## config.mk

```make
export PLATFORM = sky130hd
export DESIGN_NAME = hsm_or_stage
export DESIGN_NICKNAME = d
export VERILOG_FILES = /design/src/rtl/hsm_or_stage.sv
export SDC_FILE = /design/constraint.sdc
export NUM_CORES = 1
export LEC_CHECK = 0
export ABC_AREA = 1
export BUFFER_PORTS_ARGS = -buffer_cell sky130_fd_sc_hd__buf_4
export CAP_MARGIN = 10
export CORE_UTILIZATION = 37
export CTS_CLUSTER_SIZE = 16
export DETAILED_ROUTE_END_ITERATION = 16
export GPL_ROUTABILITY_DRIVEN = 0
export PLACE_DENSITY = 0.85
export SYNTH_ARGS = -nofsm -noshare
export SYNTH_HDL_FRONTEND = slang
export SYNTH_SLANG_ARGS = --single-unit
```

## constraint.sdc

```tcl
create_clock -name clk -period 1.32 [get_ports clk]
set_input_delay 0.264 -clock clk [delete_from_list [all_inputs] [get_ports clk]]
set_output_delay 0.264 -clock clk [all_outputs]
set_load 0.02 [all_outputs]
```

## src/rtl/hsm_or_stage.sv

```systemverilog
module hsm_or_stage #(
  parameter int IN_W  = 96,
  parameter int GROUP = 8
) (
  input  logic                                clk,
  input  logic                                load,
  input  logic [IN_W-1:0]                     in_bits,
  output logic [(IN_W + GROUP - 1)/GROUP-1:0] out_r
);
  localparam int NG = (IN_W + GROUP - 1) / GROUP;

  logic [NG*GROUP-1:0] padded;
  logic [NG-1:0]       out_nxt;

  // Zero-fill the last group
  always_comb begin
    padded            = '0;
    padded[IN_W-1:0]  = in_bits;
  end

  for (genvar g = 0; g < NG; g++) begin : g_grp
    assign out_nxt[g] = |padded[g*GROUP +: GROUP];
  end

  // Register one OR per group
  always_ff @(posedge clk) begin
    if (load) begin
      out_r <= out_nxt;
    end
  end

endmodule

```

==> impl_results.md <==
* Setup TNS at 0 ns
* Initial DRC count at 4
* Worst-margin pin slew at between 0.15 and 0.2 ns
* Slowest-stage cell, CP: edfxtp_1
* Fin crit share at 81.5%
* CP max stage delay at roughly 0.38 ns
* Die width at 54.9 um
* CTS Buf Count at 3
* WL per Instance at 7.63 um
* Post-route DRC at 0
* Critical Path RT at between 1 and 1.5 ns
* CTS tree: yes
* Top flop regs: out_r (12)
* Number of global-route vias before repair at roughly 1100
* Clk sinks at 12
* Synth top cells by count: inv_1, nand2_1, nor2_1
* Synth Area per Inst at roughly 5.4 um^2
* Ys async rst share at 0%
* Synth area leaders: edfxtp_1, inv_1, nand2_1
* CP Capture Type: output pin
* Cts hold-fix bufs at 0
* Core region area at 0.00257 mm^2
* # resized after CTS at 0
* Final setup viols at 0
* Placed instance area at 0.00189 mm^2
* Final net count at about 400
* Max VDD drop at around 0.48 mV
* Chip height at about 55 um
* Top-count cell post-synth: inv_1
* All-layer global routing usage at 17.8%
* Min cycle time layout at approximately 1.1 ns
* Final hold vios at 0
* Design area at 0.00192 mm^2
* Worst-path clk slew at roughly 0.08 ns
* Unrepaired setup endpoints after global routing: no
* F_max at between 900 and 1000 MHz
* Initial Util at between 40 and 50%
* Slew headroom at about 90%
* Root Driver: clkbuf_4
* Core Rows at 18
* Vias/cell at 3.85
* Max reg flops at 12
* Top_reg_cell synth: edfxtp_1
* Area grow syn2layout at 85.1%
* Post-synth top area share at 34.8%
* Postcts setup bufs at 0
* GR Overflow Total at 0
* Crit path arrival time at ~0.81 ns
* Dominant cell type by area after synthesis: edfxtp_1
* Die area at roughly 0.0030 mm^2
* Yosys Warn Count at 0
* Reg with most FFs: out_r
* Post-synthesis sequential area ratio at a little over a third
* Final Max Slew Viols at 0
* Top delay family on crit path: flip-flops
* Unique masters post-synth at 4
* Global-route wire length before repair at roughly 3.8 mm
* Cell Pwr Density at 550 mW/mm^2
* Lkg Pwr at 0.00131 uW
* PortBufs at between 100 and 150
* Count of state elements after synthesis at 12
* Tightest Hold Check Type: input port to flop
* Max-Cap Viols at 0
* Antenna violations before repair at 0
* Mapped Area at 0.00104 mm^2
* Crit path launch type: flop
* Post-synth EDFFs at 12
* Hpwl dp at between 2 and 2.5 mm
* Post-route ant nets at 0
* Crit Path Category: flop to output pin
* Layout cell share with drive strength beyond 1 at 36.7%
* First-pass iteration count of the detailed router at 4
* Largest net degree at the start of global routing at 13
* Net Count, Synth at a little under 300
* Crit path max fanout at 1
* I/O pin total at 110
* Outcome: complete, no violations
* Htree depth at 1
* Clock tree buffer depth at 2
* Worst hold slack at 0.316 ns
* Antenna diodes at 0
* Cell Chain, Critical Path: buf_4
* Worst Path Buf+Inv at 1
* Mapped Cells at between 150 and 200
* Routed WL at 2.56 mm
* DR vias at between 1000 and 1500
metrics by stage:
| stage | setup WS [ns] | power (uW) | instances | utilization (%) |
|---|---|---|---|---|
| after floorplan | 0.600 | 570 | 192 | - |
| after global placement | 0.420 | 822 | 331 | 73.7 |
| after detailed placement | 0.422 | 832 | 331 | 73.7 |
| after CTS | 0.227 | 1070 | 335 | 74.7 |
| after global routing | 0.199 | 1130 | 335 | 74.7 |
| final | 0.244 | 1050 | 335 | 74.7 |
where the power goes:
group / internal [uW] / switching (uW)
registers: 437 / 5.01
clock network: 109 / 126
logic: 243 / 134
area by class of cell:
cell class	instances	area [um^2]
clock buffers	3	22.5
fillers	240	649
repair buffers	109	818
inverters	96	360
flip-flops and latches	12	360
clock inverters	1	3.75
multi-input cells	84	315
well taps	30	37.5
path summary, 6_finish.rpt:
| path | to | start | slack, ns | depth (start not counted) |
|---|---|---|---|---|
| max | out_r[4] | out_r[4] | 0.24 | 1 |
| min | out_r[11] | in_bits[95] | 0.32 | 5 |
placed cells by master, fill, tap and decap left out, drive strengths merged:
cell / synthesis / final
clkbuf: 0 / 3
clkinv: 0 / 1
inv: 96 / 96
nor2: 24 / 24
edfxtp: 12 / 12
nand2: 60 / 60
buf: 0 / 109
worst min-delay path, delay by kind of cell:
family,cells,cell delay [ns]
simple gates,3,0.12
buf+inv,2,0.11
layer usage:
layer  track usage (%)  routed length, um
met1              16.8                855
met2              35.1               1390
met3              3.83                251
met4              8.75                 60
met5                 0                  0
kinds of logic after synthesis:
| family | count (synthesis) | synth area share (%) |
|---|---|---|
| DFF | 12 | 34.8 |
| buffers and inverters | 96 | 34.8 |
| and+or+nand+nor | 84 | 30.4 |
Note: power is estimated with default switching activity, not from simulation.
