**src/rtl/hsm_pkg.sv**
```systemverilog
package hsm_pkg;

  // Configuration register index
  localparam int CFG_IDX_W = 2;
  typedef logic [CFG_IDX_W-1:0] cfg_idx_t;

  typedef enum logic [CFG_IDX_W-1:0] {
    REG_SHADOW_ENABLE = 2'd0,
    REG_ELEV_MIN      = 2'd1,
    REG_ELEV_MAX      = 2'd2
  } cfg_reg_t;

  // Number of cell hit bits folded by one first-level OR
  localparam int OR_GROUP = 8;

  // Control broadcast from the top level to every cell
  typedef struct packed {
    logic shift;      // new sample enters the chain this cycle
    logic row_start;  // the sample opens a new row
  } cell_ctrl_t;

endpackage

```
**src/rtl/hsm_cell.sv**
```systemverilog
module hsm_cell #(
  parameter int HEIGHT_BITS = 16,
  parameter int STEP        = 1
) (
  input  logic                          clk,
  input  logic                          rst_n,
  input  hsm_pkg::cell_ctrl_t           ctrl,
  input  logic signed [HEIGHT_BITS-1:0] query_h,
  input  logic signed [HEIGHT_BITS-1:0] prev_h,
  input  logic                          prev_valid,
  output logic signed [HEIGHT_BITS-1:0] h_r,
  output logic                          valid_r,
  output logic                          hit_r
);
  import hsm_pkg::*;

  localparam int CW = HEIGHT_BITS + 12;

  logic signed [CW-1:0] diff;
  logic signed [CW-1:0] diff5;
  logic signed [CW-1:0] lim;
  logic                 valid_nxt;
  logic                 hit_nxt;

  // Test 5*(stored - query) >= 4*STEP against the cell's own distance
  always_comb begin
    diff      = CW'(h_r) - CW'(query_h);
    diff5     = (diff <<< 2) + diff;
    lim       = CW'(4 * STEP);
    hit_nxt   = valid_r && !ctrl.row_start && (diff5 >= lim);
    // first cell always takes the new sample; the rest drop out on a row start
    valid_nxt = prev_valid && ((STEP == 1) || !ctrl.row_start);
  end

  // Advance the history one place and hold the hit for the OR tree
  always_ff @(posedge clk) begin
    if (!rst_n) begin
      valid_r <= 1'b0;
      hit_r   <= 1'b0;
    end else if (ctrl.shift) begin
      valid_r <= valid_nxt;
      hit_r   <= hit_nxt;
    end
  end

  always_ff @(posedge clk) begin
    if (ctrl.shift) begin
      h_r <= prev_h;
    end
  end

endmodule

```
**config.mk**
```make
export PLATFORM = sky130hd
export DESIGN_NAME = hsm_cell
export DESIGN_NICKNAME = d
export VERILOG_FILES = /design/src/rtl/hsm_pkg.sv /design/src/rtl/hsm_cell.sv
export SDC_FILE = /design/constraint.sdc
export NUM_CORES = 1
export LEC_CHECK = 0
export BUFFER_PORTS_ARGS = -buffer_cell sky130_fd_sc_hd__buf_2
export CORE_ASPECT_RATIO = 0.5
export CORE_MARGIN = 1.5
export CORE_UTILIZATION = 54
export DETAILED_ROUTE_END_ITERATION = 10
export GPL_ROUTABILITY_DRIVEN = 0
export PLACE_DENSITY = 0.84
export RECOVER_POWER = 100
export SYNTH_ARGS = -nofsm -noshare
export SYNTH_HDL_FRONTEND = slang
export SYNTH_SLANG_ARGS = --single-unit
```
**constraint.sdc**
```tcl
create_clock -name clk -period 5.6 [get_ports clk]
set_input_delay 0.28 -clock clk [delete_from_list [all_inputs] [get_ports clk]]
set_output_delay 0.28 -clock clk [all_outputs]
set_load 0.005 [all_outputs]
```
==> key figures <==
STA
  – RSZ-0062 raised after global routing: false
  – WHS: approximately 0.19 ns
  – Total negative slack: 0 ns
  – Final Critical Period: 4.62 ns
  – Worst Max-Slew Pin Slew: approximately 1.1 ns
  – Fmax: 216 MHz
  – Worst Clk Skew: 0.00641 ns
  – Slew margin rel.: between 20% and 30%
  – Setup violators final: 0
  – Slew Limit Fails: 0
  – Final Cycle Share: 82.6%
  – Final Hold Vio Count: 0

Layout
  – Fin util: between 60% and 70%
  – FILL cells: around 440
  – Multi-input combinational cell area: approximately 2200 µm²
  – Nets: 466
  – Design area: 3200 µm²
  – Layout Area Growth over Synthesis: 11.1%
  – Share of cells above drive strength 1: a little under a fifth
  – Antenna cells: 0
  – Storage cell area: between 500 and 600 µm²

Synth
  – Mux contribution to synthesized area: 3.56%
  – Compound-Gate Fraction of Synth Area: roughly 30%
  – Number of flops mapped to enable cells by yosys: 16
  – Post-synth top area share: 16.7%
  – Syn avg cell area: 8.19 µm²
  – Seq cells post-synth: 18
  – Largest family of logic cells by synthesized area: compound AO/OA/AOI/OAI gates
  – Top_reg_cell synth: edfxtp_1
  – Post-synth top cells: nor2_1 (30), ha_1 (27), inv_1 (26)
  – FFs w/ async S/R, synth: 0%
  – Ys Warns: 0
  – Syn_nets: around 420
  – Yosys cell types: 79
  – Synth area leader: edfxtp_1
  – Post-Syn Area: approximately 2900 µm²
  – Xor-xnor portion of the synthesized cell area: approximately 6.7%
  – Top cells by area, synth: edfxtp_1 (17%), ha_1 (12%), nor2_1 (3.9%), xnor2_1 (3.6%), inv_1 (3.4%)
  – Register area share after synthesis: 18.1%
  – Count leader, synth: nor2_1
  – Post-synthesis simple-gate area fraction: between 20 and 25%
  – Synth Instances: 352
  – Adder-cell area share of the yosys netlist: ~14%

Floorplanning
  – Die width: between 100 and 150 µm
  – Die area: 5810 µm²
  – Boundary Pins: 55
  – Site row count: 18
  – Starting density of the core: ~57%
  – Die height: 54.7 µm
  – Core area: approximately 5000 µm²

Setup path
  – Worst R2R Setup Slack: 0.98 ns
  – CP Class: flip-flop to flip-flop
  – CP arrival: between 4 and 5 ns
  – R2r endpoint: hit_r
  – Reg2Reg Depth: 15
  – Reg-to-Reg Start: h_r[0]
  – Required @ worst endpoint: 5.75 ns
  – CP Capture Type: flip-flop
  – Crit Path Max Fanout: 7
  – Crit start category: flip-flop

Global route
  – Antenna violations before repair: 0
  – Grt total ovfl: 0
  – First-pass GRT wire length: between 10000 and 15000 µm
  – Maximum number of pins on one net before global-route repair: 20
  – Number of global-route vias before repair: 2564
  – GRT Overall Usage: about a quarter

Pwr
  – P_leak: 1.40 nW
  – Pwr dens: 318 nW/µm²
  – Power share of the clock group: around a tenth
  – Comb power frac: 74.2%
  – Sw Pwr: between 0.5 and 0.6 mW
  – Internal cell power: ~0.51 mW
  – Total power: about 1.0 mW
  – Worst VDD drop: about 0.17 mV
  – Sequential group share of total power: 16.0%
  – Net Sw Frac: between 40 and 50%

Route
  – # DRC: 0
  – WL per Instance: ~16 µm
  – 1st-iter DRT viols: around 240
  – Via count: around 2.9k
  – Via-to-Cell Ratio: 6.14
  – Drt first pass iters: 5
  – Total wire length: around 7300 µm
  – Remaining antenna violation count after routing: 0

Job
  – Max Cap Viol: 0

Placed design
  – Post-DP Area: roughly 3200 µm²
  – Detailed Place HPWL: slightly below 6000 µm
  – IO buf count: 54

Min path
  – Hold depth: 1
  – Hold Path Origin: prev_h[13]
  – Hold WC Path Type: input port to flip-flop
  – Hold Path End: h_r[13]

Clock tree
  – Worst-Skew Late Latency: between 0.2 and 0.3 ns
  – Clock sink count: 18
  – CTS root buffer: clkbuf_8
  – H-tree Lvls: 1
  – Reg clk slew, reported paths: roughly 0.08 ns
  – CTS tree: built
  – CTS Buffer Depth: 2
  – Setup bufs post-CTS: 0
  – CTS Hold Bufs: 0
  – CTS Buf Count: 3
  – PostCTS Resize Cnt: 0

Run status
  – Status: finished, final reports clean
[stage by stage]
step / worst slack (ns) / instances
finish: 0.976 / 469
global route: 0.774 / 469
CTS: 1.23 / 469
detailed placement: 1.24 / 465
global placement: 1.44 / 465
floorplan: 1.66 / 352
[layout by cell type, fill, tap and decap left out, drive strengths merged, types with 14 or more instances in the layout]
| cell | n |
|---|---|
| a21oi | 21 |
| edfxtp | 16 |
| nand2 | 25 |
| ha | 27 |
| buf | 44 |
| o21ai | 15 |
| xnor2 | 14 |
| nor2 | 30 |
| inv | 29 |
| clkbuf | 14 |
[how the worst max path moves through the flow]
stage                    start     to  slack [ns]  cells past startpoint
floorplan               h_r[0]  hit_r        1.66                     15
global placement    query_h[0]  hit_r        1.44                     15
detailed placement  query_h[0]  hit_r        1.24                     15
CTS                     h_r[0]  hit_r        1.23                     15
global route            h_r[0]  hit_r        0.77                     15
finish                  h_r[0]  hit_r        0.98                     15
[flip-flops by register name, summed over array words and instances (netlist names)]
name,count
valid_r,1
h_r,16
hit_r,1
[critical path, cell delays in order (launching register included)]
cell and delay [ns]:
edfxtp_1 0.35, inv_1 0.05, ha_1 0.19, fa_1 0.41
nand2b_1 0.20, a21oi_2 0.36, o21a_1 0.26, o41ai_1 0.11
nor4_1 0.68, ha_1 0.37, or2_2 0.29, maj3_1 0.40
mux2i_1 0.16, a311o_1 0.36, mux2i_1 0.19, a41oi_2 0.13
[power by group through the flow]
stage	Sequential, mW	Combinational, mW	Clock (mW)
2_1_floorplan	0.167	0.577	0
4_1_cts	0.163	0.737	0.104
3_5_place_dp	0.166	0.732	0
3_3_place_gp	0.165	0.697	0
5_1_grt	0.164	0.823	0.106
6_report	0.163	0.756	0.101
[logic make-up after synthesis]
family / count (synthesis)
and+or+nand+nor: 122
adders and majority gates: 31
buffers and inverters: 41
DFF: 18
xor gates and xnor gates: 19
AOI/OAI and AO/OA: 111
muxes: 10
[layer usage]
metal,share of wire [%],vias to the layer above,routed length [µm],GRT usage (%)
met1,43,1310,3160,31.4
met5,0,-,0,0
met4,1.1,0,82,4.73
li1,-,1410,-,-
met3,10,10,753,8.10
met2,45,148,3330,43.9
[final cells by class]
class / instances / area share (%)
clock buffers: 3 / 1.29
clock inverters: 1 / 0.117
inverters: 29 / 3.40
multi-input cells: 293 / 68.0
flip-flops and latches: 18 / 16.3
well taps: 70 / 2.74
repair buffers: 55 / 8.21
No activity file was read; power rests on OpenSTA's default activity.
